<file path="config.mk">
export PLATFORM = sky130hd
export DESIGN_NAME = ffla_cell
export DESIGN_NICKNAME = d
export VERILOG_FILES = /design/src/design/ffla_pkg.sv /design/src/design/ffla_cell.sv
export SDC_FILE = /design/constraint.sdc
export NUM_CORES = 1
export LEC_CHECK = 0
export BUFFER_PORTS_ARGS = -buffer_cell sky130_fd_sc_hd__buf_4
export CORE_AREA = 4 4 98 170
export DETAILED_ROUTE_END_ITERATION = 10
export DIE_AREA = 0 0 102 174
export PLACE_DENSITY = 0.77
export SYNTH_ARGS = -nofsm -noshare
export SYNTH_HDL_FRONTEND = slang
export SYNTH_SLANG_ARGS = --single-unit
</file>
<file path="constraint.sdc">
create_clock -name clk -period 4.4 [get_ports clk]
set_clock_uncertainty 0.15 [all_clocks]
set_input_delay 0.88 -clock clk [delete_from_list [all_inputs] [get_ports clk]]
set_output_delay 0.88 -clock clk [all_outputs]
set_load 0.01 [all_outputs]
</file>
<file path="src/design/ffla_pkg.sv">
// Shared types, widths and constants of the first-fit lifetime aliasing allocator.
package ffla_pkg;

	localparam int MAX_SLOTS_DEF = 64;
	localparam int KEY_BITS_DEF  = 32;

	localparam int USE_W     = 16;
	localparam int KEY_IN_W  = 32;
	localparam int SIZE_W    = 48;
	localparam int SUM_W     = 56;
	localparam int COUNT_W   = 16;
	localparam int IDX_OUT_W = 6;
	localparam int TOT_OUT_W = 7;

	localparam int S_DATA_W = 120;
	localparam int M_DATA_W = 200;

	localparam logic [SUM_W-1:0]   SUM_MAX   = {SUM_W{1'b1}};
	localparam logic [COUNT_W-1:0] COUNT_MAX = {COUNT_W{1'b1}};

	typedef enum logic [2:0] {
		ST_IDLE,
		ST_MATCH,
		ST_UPDATE,
		ST_TOTAL,
		ST_EMIT
	} state_t;

	// Resource fields broadcast to every cell (key travels apart, its width is a parameter).
	typedef struct packed {
		logic [USE_W-1:0]  first_use;
		logic [USE_W-1:0]  last_use;
		logic              is_buffer;
		logic [SIZE_W-1:0] size_bytes;
	} item_t;

	typedef struct packed {
		logic match_en;
		logic update_en;
		logic alloc_en;
	} cell_ctrl_t;

endpackage

</file>
<file path="src/design/ffla_cell.sv">
// One allocation slot of the row: stores end, kind, key and size, matches and updates.
module ffla_cell #(
	parameter int IDX      = 0,
	parameter int IW       = 6,
	parameter int CW       = 7,
	parameter int KEY_BITS = ffla_pkg::KEY_BITS_DEF
) (
	input  logic                        clk,
	input  logic                        arst_n,
	input  ffla_pkg::cell_ctrl_t        ctrl,
	input  ffla_pkg::item_t             item,
	input  logic [KEY_BITS-1:0]         key,
	input  logic [CW-1:0]               slots_used,
	input  logic                        claim_in,
	input  logic [IW-1:0]               idx_in,
	input  logic [ffla_pkg::SIZE_W-1:0] delta_in,
	output logic                        claim_out,
	output logic [IW-1:0]               idx_out,
	output logic [ffla_pkg::SIZE_W-1:0] delta_out
);

	localparam logic [CW-1:0] MY_CNT = CW'(IDX);
	localparam logic [IW-1:0] MY_IDX = IW'(IDX);

	logic [ffla_pkg::USE_W-1:0]  end_q;
	logic                        kind_q;
	logic [KEY_BITS-1:0]         key_q;
	logic [ffla_pkg::SIZE_W-1:0] size_q;
	logic                        hit_q;

	logic                        win;
	logic                        grow;
	logic                        alloc;
	logic [ffla_pkg::SIZE_W-1:0] diff;

	assign win   = hit_q & ~claim_in;
	assign grow  = item.size_bytes > size_q;
	assign diff  = item.size_bytes - size_q;
	assign alloc = ctrl.alloc_en & (slots_used == MY_CNT);

	// Lowest hit wins: pass the claim on, and let only the winner add its index and growth.
	assign claim_out = claim_in | hit_q;
	assign idx_out   = idx_in | ({IW{win}} & MY_IDX);
	assign delta_out = delta_in | ({ffla_pkg::SIZE_W{win & grow}} & diff);

	always_ff @(posedge clk or negedge arst_n) begin
		if (!arst_n) begin
			hit_q <= 1'b0;
		end else if (ctrl.match_en) begin
			hit_q <= (MY_CNT < slots_used) && (end_q < item.first_use) &&
			         (kind_q == item.is_buffer) && (key_q == key);
		end
	end

	always_ff @(posedge clk) begin
		if (ctrl.update_en && win) begin
			end_q <= item.last_use;
			if (grow) begin
				size_q <= item.size_bytes;
			end
		end else if (ctrl.update_en && alloc) begin
			end_q  <= item.last_use;
			kind_q <= item.is_buffer;
			key_q  <= key;
			size_q <= item.size_bytes;
		end
	end

endmodule

</file>
==> results of run 1 <==
## per-layer routing
metal	global-route usage	routed length [um]
met2	0.455	12800
met4	0.132	1250
met1	0.246	7860
met5	0	0
met3	0.0317	1210
## where the power goes
group / internal [uW] / switching (uW) / total [uW]
registers: 1030 / 0.312 / 1030
clock network: 402 / 395 / 797
logic: 314 / 264 / 578
## state kept, by name, indices dropped and copies added, names as in the netlist
signal,count
size_q,48
hit_q,1
end_q,16
key_q,32
kind_q,1
## cell usage in the layout (no fill, tap or decap), types with 26 or more instances in the layout
cell	Yosys	routed
sky130_fd_sc_hd__buf_4	7	319
sky130_fd_sc_hd__edfxtp_1	97	97
sky130_fd_sc_hd__a21o_1	81	80
sky130_fd_sc_hd__inv_1	75	74
sky130_fd_sc_hd__xor2_1	52	52
sky130_fd_sc_hd__a21oi_1	54	46
sky130_fd_sc_hd__ha_1	63	43
sky130_fd_sc_hd__nand2_1	39	35
sky130_fd_sc_hd__nor2_1	29	27
sky130_fd_sc_hd__xnor2_1	26	26
## cell families (layout without fill, tap and decap cells)
logic type,Yosys count,after routing,share of synthesized area
adder cells (fa/ha/maj),64,64,0.114
flip-flops,98,98,0.414
other,0,1,0
AO/OA/AOI/OAI,222,222,0.215
buffers and inverters,97,431,0.0569
XOR/XNOR,78,78,0.0962
AND/OR/NAND/NOR,144,144,0.104
## final cells by class
cell class                 count  area (sq um)
sequential                    98          2940
antenna                        1          2.50
inverter                      75           284
timing repair buffer         340          2750
tap                          186           233
clock buffer                   9           225
fill                        1158          4670
multi-input combinational    508          4140
clock inverter                 7          70.1
## per-stage QoR
stage,util,cells,power [uW],cell area (sq um)
finish,0.695,1224,2400,10600
global route,0.695,1224,2500,10600
CTS,0.686,1221,2390,10500
detailed placement,0.629,1182,1570,9630
global placement,0.629,1182,1560,9630
floorplan,-,703,1290,7110
## worst max path at each step
| stage | from | endpoint | depth (start not counted) | slack, ns |
|---|---|---|---|---|
| 2_1_floorplan | item[0] | delta_out[37] | 14 | 0.02 |
| 6_report | item[0] | delta_out[34] | 17 | -0.16 |
| 3_5_place_dp | item[1] | delta_out[41] | 13 | -0.25 |
| 3_3_place_gp | item[1] | delta_out[41] | 13 | -0.22 |
| 4_1_cts | item[0] | delta_out[14] | 18 | -0.08 |
| 5_1_grt | item[42] | delta_out[2] | 16 | -0.31 |
## repair_timing
item / 4_1_cts / 5_1_grt
resized for setup: 59 / 24
buffers inserted: 19 / 4
endpoints found under the setup margin: 48 / 48
pin swaps: 5 / 12
gates cloned: 4 / 3
==> metrics.md, run 1 <==
| Metric | Value |
|---|---|
| Run status | `complete, but fails checks` |
| Violated checks | `setup timing` |
| Via density | `5.63` |
| R2R Path Start | `size_q[0]` |
| Most used flip-flop cell after synthesis | `sky130_fd_sc_hd__edfxtp_1` |
| Fmax | `0.219 GHz` |
| Time the worst path needs with I/O delays and setup | `4.56 ns` |
| Area of the core | `15300 sq um` |
| DRC | `0` |
| Maximum vdd ir drop | `0.176 mV` |
| Mapped cell area | `7100 sq um` |
| Min-Delay Path Class | `input pin to asynchronous set/reset pin` |
| Initial antenna violation count | `1` |
| CTS max path bufs | `2` |
| Die Outline Area | `17700 sq um` |
| Minimum setup slack among reg-to-reg paths | `0.82 ns` |
| Number of primary I/O pins | `235` |
| WS Path Type | `input pin to output port` |
| DIE WIDTH | `102 um` |
| Cell chosen for the clock root | `sky130_fd_sc_hd__clkbuf_16` |
| Cells on worst reg2reg path | `15` |
| Net Count, Synth | `947` |
| Standby leakage power | `0.00500 uW` |
| Power per cell area | `225 nW/um^2` |
| Delay of the slowest critical-path stage | `0.34 ns` |
| Cell variety after synth | `62` |
| Register bit count reported by yosys | `98` |
| Number of search-and-repair iterations in the first detailed-routing pass | `5` |
| Setup TNS Final | `-5.21 ns` |
| Clock slew at reported path FFs | `0.07 ns` |
| Initial standard-cell utilization of the core | `0.463` |
| Aggregate global-route resource usage | `0.241` |
| End of the worst register-to-register path | `size_q[17]` |
| Worst EP required | `3.37 ns` |
| Cts bufs inserted | `9` |
| Worst-case setup slack after placement | `-0.247 ns` |
| Placed wire-length estimate | `16.9 mm` |
| Arr. time, crit path | `3.53 ns` |
| Register area share after synthesis | `0.414` |
| Share of synthesized registers carrying an async set or reset | `0.0102` |
| Max-cap violations | `0` |
| Remaining number of nets flagged by the antenna check after routing | `0` |
| Residual overflow from global routing | `0` |
| Gp weighted congestion | `0.916` |
| Final count of pins violating max slew | `0` |
| Routed wirelength normalized by instance count | `18.9 um` |
| Post-synth EDFFs | `97` |
| Height of the die | `174 um` |
| Fraction of final layout cells sized beyond drive strength 1 | `0.405` |
| Clock tree sinks | `98` |
| Kind of start point of the critical path | `input pin` |
| DRC violation total after the first TritonRoute iteration | `460` |
| Worst setup EP type | `output port` |
| Standard-cell row count | `60` |
| Routed via count | `6885` |
| Synth-to-Final Area Change | `50.0%` |
| Cell with the most instances after synthesis | `sky130_fd_sc_hd__edfxtp_1` |
| Worst-Margin Slew | `0.546 ns` |
| Final Worst Setup Slack | `-0.163 ns` |
| Dominant delay contributor by cell family on the critical path | `compound AO/OA/AOI/OAI gates` |
| Number of buffers inserted for hold repair after clock tree synthesis | `0` |
| Endpoints failing hold | `0` |
| CP max stage cell | `sky130_fd_sc_hd__fa_2` |
| Number of nets in the layout | `1276` |
| Dominant cell type by area after synthesis | `sky130_fd_sc_hd__edfxtp_1` |
| Clock latency reported for the late side of the worst-skew pair | `0.35 ns` |
| Wire length of the first global-routing pass | `33.6 mm` |
| Final wirelength | `23.1 mm` |
| Clock tree from TritonCTS | `yes` |
| Setup repair after global routing missed its margin | `true` |
| Hold slack final | `0.152 ns` |
| CP bufs+invs | `6` |
| Final Cycle Share | `1.04` |
| Slew Limit Headroom | `0.633` |
| Crit path cell chain | `buf_8, inv_4, ha_4, fa_2, nand2b_4, a21oi_4, a221oi_4, nand2_2, a31oi_4, o41ai_4, nand4_1, a211oi_4, buf_6, buf_12, clkbuf_16, a21o_1, buf_4` |
| Pin count of the biggest net entering global routing | `34` |
| Number of I/O port buffers | `222` |
| Final setup violating endpoints | `47` |
| # H-tree levels | `3` |
| Syn Inst Count | `703` |
| Via count of the first global-routing pass | `7078` |
| Largest cells by area after synthesis | `sky130_fd_sc_hd__edfxtp_1, sky130_fd_sc_hd__ha_1, sky130_fd_sc_hd__a21o_1` |
| Post-synth top area share | `0.410` |
| Synth cell count leaders | `sky130_fd_sc_hd__edfxtp_1, sky130_fd_sc_hd__a21o_1, sky130_fd_sc_hd__inv_1` |
| Yosys synthesis warning count | `0` |
| Worst-path fanout max | `8` |
| Synth Area per Inst | `10.1 sq um` |
(Power assumes the default switching activity.)
==> run 2, diff against run 1 <==
Settings changed: CORE_AREA 4 4 98 170 to 4 4 128 130, DIE_AREA 0 0 102 174 to 0 0 132 134.
==> metrics.md, run 2 (synthesized netlist as in run 1, its figures left out) <==
| Metric | Value |
|---|---|
| Final Worst Setup Slack | `-0.184 ns` |
| # H-tree levels | `3` |
| Commonest cells after routing, fill and taps aside | `sky130_fd_sc_hd__buf_4, sky130_fd_sc_hd__edfxtp_1, sky130_fd_sc_hd__a21o_1` |
| Via count of the first global-routing pass | `6587` |
| Number of cells in the finished layout apart from fillers | `1203` |
| Dominant delay contributor by cell family on the critical path | `compound AO/OA/AOI/OAI gates` |
| CTS max path bufs | `2` |
| Via density | `5.39` |
| Top flop regs | `size_q: 48 flops, key_q: 32 flops, end_q: 16 flops` |
| Maximum vdd ir drop | `0.161 mV` |
| P_sw | `589 uW` |
| Synth-to-Final Area Change | `44.7%` |
| Kind of start point of the critical path | `input pin` |
| Worst setup EP type | `output port` |
| Worst-Margin Slew | `0.696 ns` |
| Hold slack final | `0.142 ns` |
| ANT cells | `0` |
| Min-Delay Path Class | `input pin to asynchronous set/reset pin` |
| Clock slew at reported path FFs | `0.07 ns` |
| Clock network power share | `0.318` |
| Aggregate global-route resource usage | `0.226` |
| Height of the die | `134 um` |
| Most common cell after layout, fill and taps aside | `sky130_fd_sc_hd__buf_4` |
| Max-cap violations | `0` |
| Final count of pins violating max slew | `0` |
| Cell area reported after detailed placement | `9520 sq um` |
| Die Outline Area | `17700 sq um` |
| Fraction of final layout cells sized beyond drive strength 1 | `0.359` |
| Minimum setup slack among reg-to-reg paths | `0.86 ns` |
| Initial standard-cell utilization of the core | `0.469` |
| Clock tree from TritonCTS | `yes` |
| Run status | `complete, but fails checks` |
| Fmax | `0.218 GHz` |
| Area of the core | `15100 sq um` |
| Share of power burned in registers | `0.446` |
| CP bufs+invs | `6` |
| Endpoints failing hold | `0` |
| Wire length of the first global-routing pass | `32.2 mm` |
| CP max stage cell | `sky130_fd_sc_hd__fa_2` |
| Int Power | `1710 uW` |
| Number of nets in the layout | `1254` |
| Time the worst path needs with I/O delays and setup | `4.58 ns` |
| Number of search-and-repair iterations in the first detailed-routing pass | `5` |
| Setup repair after global routing missed its margin | `true` |
| Standby leakage power | `0.00490 uW` |
| Worst-path fanout max | `9` |
| R2R Path Start | `size_q[0]` |
| End of the worst register-to-register path | `size_q[17]` |
| Slew Limit Headroom | `0.535` |
| Gp weighted congestion | `0.917` |
| Total non-filler cell area in the finished layout | `10300 sq um` |
| Clock tree sinks | `98` |
| Violated checks | `setup timing` |
| Max reg flops | `48` |
| Cell repeated most along the worst path | `sky130_fd_sc_hd__buf_6` |
| Number of inserted filler cells in the final layout | `1185` |
| Cells on worst reg2reg path | `14` |
| Logic gate share of total power | `0.235` |
| Number of primary I/O pins | `235` |
| Routed via count | `6490` |
| Worst EP required | `3.37 ns` |
| Number of cells in the design after placement | `1170` |
| Setup TNS Final | `-5.71 ns` |
| DRC | `0` |
| Cell chosen for the clock root | `sky130_fd_sc_hd__clkbuf_16` |
| Residual overflow from global routing | `0` |
| DIE WIDTH | `132 um` |
| Crit path cell chain | `buf_8, inv_4, ha_4, fa_2, nand2b_4, a21oi_4, a221oi_4, nand2_2, a31oi_4, o41ai_4, nand4_1, a211oi_4, buf_6, buf_12, buf_16, a21o_1, buf_6` |
| Initial antenna violation count | `0` |
| Number of buffers inserted for hold repair after clock tree synthesis | `0` |
| Final wirelength | `20.9 mm` |
| Number of cells on the critical path | `17` |
| Placed wire-length estimate | `15.8 mm` |
| Final Cycle Share | `1.04` |
| WS Path Type | `input pin to output port` |
| Clock latency reported for the late side of the worst-skew pair | `0.35 ns` |
| Switching share of power | `0.256` |
| Number of I/O port buffers | `222` |
| Power per cell area | `224 nW/um^2` |
| Remaining number of nets flagged by the antenna check after routing | `0` |
| Cts bufs inserted | `9` |
| Arr. time, crit path | `3.55 ns` |
| Standard-cell row count | `45` |
| Pin count of the biggest net entering global routing | `34` |
| DRC violation total after the first TritonRoute iteration | `405` |
| Routed wirelength normalized by instance count | `17.4 um` |
| Final setup violating endpoints | `48` |
| Register with the most flip-flops | `size_q` |
| Delay of the slowest critical-path stage | `0.35 ns` |
run 2: layout make-up:
type	count	area [sq um]	share of cell area
repair buffers	318	2630	0.256
clock inverters	4	27.5	0.00268
inverters	75	284	0.0276
clock buffers	12	236	0.0230
flip-flops and latches	98	2940	0.286
well taps	188	235	0.0229
multi-input cells	508	3920	0.382
run 2: per-layer routing:
metal	wire length, um	up-vias	track usage
met1	8650	3002	0.279
li1	-	3188	-
met4	502	0	0.0817
met5	0	-	0
met3	1420	48	0.0461
met2	10300	252	0.395
run 2: power groups by stage:
stage	logic [uW]	clock network [uW]	registers, uW
finish	540	732	1030
detailed placement	508	0	1050
global route	590	787	1030
global placement	501	0	1050
CTS	519	751	1030
floorplan	241	0	1050
run 2: how the worst max path moves through the flow:
stage                     slack (ns)       endpoint     from
after floorplan                 0.02  delta_out[37]  item[0]
after global placement         -0.21  delta_out[29]  item[0]
after detailed placement       -0.29  delta_out[36]  item[0]
after CTS                      -0.16   delta_out[2]  item[0]
after global routing           -0.32  delta_out[39]  item[4]
final                          -0.18  delta_out[30]  item[0]
run 2: through the flow:
step | power (uW) | worst slack, ns | util
final | 2300 | -0.184 | 0.678
after global routing | 2400 | -0.317 | 0.678
after CTS | 2300 | -0.157 | 0.662
after detailed placement | 1550 | -0.285 | 0.629
after global placement | 1550 | -0.212 | 0.629
after floorplan | 1290 | 0.0216 | -
run 2: repair_timing:
item | CTS | global route
endpoints found under the hold margin | 0 | 0
setup endpoints to repair | 48 | 48
cloned | 3 | 3
setup buffers | 6 | 7
pin swaps | 9 | 15
resized for setup | 27 | 31
==> run 3, diff against run 2 <==
Settings changed: CELL_PAD_IN_SITES_DETAIL_PLACEMENT set to 0, CELL_PAD_IN_SITES_GLOBAL_PLACEMENT set to 1, CORE_AREA 4 4 128 130 to 4 4 148 150, DIE_AREA 0 0 132 134 to 0 0 152 154, PLACE_DENSITY 0.77 to unset, PLACE_DENSITY_LB_ADDON set to 0.1, SETUP_SLACK_MARGIN set to 0.5.
==> metrics.md, run 3 (synthesized netlist as in run 1, its figures left out) <==
| Metric | Value |
|---|---|
| Run status | `complete, but fails checks` |
| Violated checks | `setup timing` |
| Via count of the first global-routing pass | `6756` |
| Switching share of power | `0.274` |
| Total power of the final layout | `2390 uW` |
| Most common cell after layout, fill and taps aside | `sky130_fd_sc_hd__buf_4` |
| Met2 global-route usage | `0.296` |
| Slew Limit Headroom | `0.726` |
| Final Worst Setup Slack | `-0.113 ns` |
| Setup repair after global routing missed its margin | `true` |
| CP max stage cell | `sky130_fd_sc_hd__or3b_1` |
| Number of nets in the layout | `1272` |
| Pin count of the biggest net entering global routing | `34` |
| Number of buffers inserted for hold repair after clock tree synthesis | `0` |
| Die Outline Area | `23400 sq um` |
| Fraction of final layout cells sized beyond drive strength 1 | `0.370` |
| DRC | `0` |
| Cell chosen for the clock root | `sky130_fd_sc_hd__clkbuf_16` |
| Most heavily used metal layer in global routing | `met2` |
| Standby leakage power | `0.00496 uW` |
| Worst-Margin Slew | `0.408 ns` |
| Final setup violating endpoints | `48` |
| Initial antenna violation count | `0` |
| Endpoints failing hold | `0` |
| Number of I/O port buffers | `222` |
| Logic gate share of total power | `0.228` |
| Delay of the slowest critical-path stage | `0.35 ns` |
| Global Route met1 Usage | `0.228` |
| ANT cells | `0` |
| DRC violation total after the first TritonRoute iteration | `213` |
| Gp weighted congestion | `0.847` |
| Aggregate global-route resource usage | `0.174` |
| Fmax | `0.222 GHz` |
| Number of cells in the design after placement | `1282` |
| Number of inserted filler cells in the final layout | `1960` |
| Area of the core | `20700 sq um` |
| Height of the die | `154 um` |
| Number of cells in the finished layout apart from fillers | `1308` |
| CTS max path bufs | `2` |
| Routed via count | `6441` |
| Int Power | `1730 uW` |
| Max-cap violations | `0` |
| Max reg flops | `48` |
| Top flop regs | `size_q: 48 flops, key_q: 32 flops, end_q: 16 flops` |
| DIE WIDTH | `152 um` |
| Via density | `4.92` |
| Residual overflow from global routing | `0` |
| Commonest cells after routing, fill and taps aside | `sky130_fd_sc_hd__buf_4, sky130_fd_sc_hd__edfxtp_1, sky130_fd_sc_hd__a21o_1` |
| Time the worst path needs with I/O delays and setup | `4.51 ns` |
| Final wirelength | `20.9 mm` |
| Worst setup EP type | `output port` |
| Clock network power share | `0.343` |
| Wire length of the first global-routing pass | `33.4 mm` |
| Number of primary I/O pins | `235` |
| Placed wire-length estimate | `16.7 mm` |
| Share of power burned in registers | `0.429` |
| Worst-path fanout max | `9` |
| Worst EP required | `3.37 ns` |
| Routed wirelength normalized by instance count | `16.0 um` |
| Register with the most flip-flops | `size_q` |
| Kind of start point of the critical path | `input pin` |
| Area taken by flip-flops and latches | `2940 sq um` |
| Arr. time, crit path | `3.48 ns` |
| Standard-cell row count | `53` |
| # H-tree levels | `3` |
| Final count of pins violating max slew | `0` |
| Synth-to-Final Area Change | `47.0%` |
| Number of search-and-repair iterations in the first detailed-routing pass | `5` |
| P_sw | `656 uW` |
| Cts bufs inserted | `9` |
| Clock slew at reported path FFs | `0.07 ns` |
| Remaining number of nets flagged by the antenna check after routing | `0` |
| Dominant delay contributor by cell family on the critical path | `compound AO/OA/AOI/OAI gates` |
| WS Path Type | `input pin to output port` |
| Clock tree sinks | `98` |
| Clock latency reported for the late side of the worst-skew pair | `0.36 ns` |
| Multi-input gate area in the final layout | `3890 sq um` |
| Worst-case setup slack after placement | `-0.267 ns` |
| Maximum vdd ir drop | `0.174 mV` |
| Clock tree from TritonCTS | `yes` |
| Power per cell area | `229 nW/um^2` |
| Initial standard-cell utilization of the core | `0.343` |
| CP bufs+invs | `5` |
| Final Cycle Share | `1.03` |
| Min-Delay Path Class | `input pin to asynchronous set/reset pin` |
| Routing usage on met3 | `0.0383` |
| Crit path cell chain | `buf_4, ha_1, a21oi_1, o21ai_1, or3b_1, a21oi_1, o221a_2, o41ai_4, nand4_1, a211oi_4, buf_6, buf_6, clkbuf_16, a21o_1, buf_4` |
## run 3: path summary, 6_finish.rpt
| kind | endpoint | start | depth (start not counted) | slack [ns] |
|---|---|---|---|---|
| max | delta_out[1] | item[25] | 15 | -0.11 |
| min | hit_q | arst_n | 1 | 0.14 |
| max reg2reg | size_q[43] | size_q[0] | 15 | 0.82 |
| min reg2reg | hit_q | hit_q | 3 | 0.54 |
| max in group asynchronous | hit_q | arst_n | 1 | 3.87 |
| min in group clk | hit_q | hit_q | 3 | 0.54 |
## run 3: cell type report
type	count	share of cell area
multi-input combinational	508	0.373
sequential	98	0.282
timing repair buffer	336	0.255
tap	275	0.0330
inverter	75	0.0282
clock buffer	9	0.0216
clock inverter	7	0.00768
## run 3: routing by layer
| layer | up-vias | wire length (um) |
|---|---|---|
| li1 | 3233 | - |
| met1 | 3019 | 9680 |
| met2 | 176 | 10000 |
| met3 | 13 | 1060 |
| met4 | 0 | 163 |
| met5 | - | 0 |
## run 3: power groups by stage
stage               Clock [uW]  Combinational, uW  Sequential (uW)
finish                     821                545             1030
global route               890                600             1030
CTS                        854                551             1030
detailed placement           0                536             1050
global placement             0                533             1050
floorplan                    0                245             1050
## run 3: what timing repair did
action	4_1_cts	5_1_grt
hold endpoints to repair	0	0
setup endpoints to repair	48	96
gates cloned	2	1
pin swaps	7	1
setup buffers	7	0
resized for setup	28	2
## run 3: metrics by stage
stage | area, sq um | TNS [ns] | util | hold WS [ns]
2_1_floorplan | 7150 | 0 | - | 0.434
3_3_place_gp | 9870 | -2.20 | 0.477 | 0.512
3_5_place_dp | 9870 | -4.03 | 0.477 | 0.512
4_1_cts | 10400 | -3.19 | 0.502 | 0.130
5_1_grt | 10400 | -10.76 | 0.504 | 0.125
6_report | 10400 | -2.71 | 0.504 | 0.144
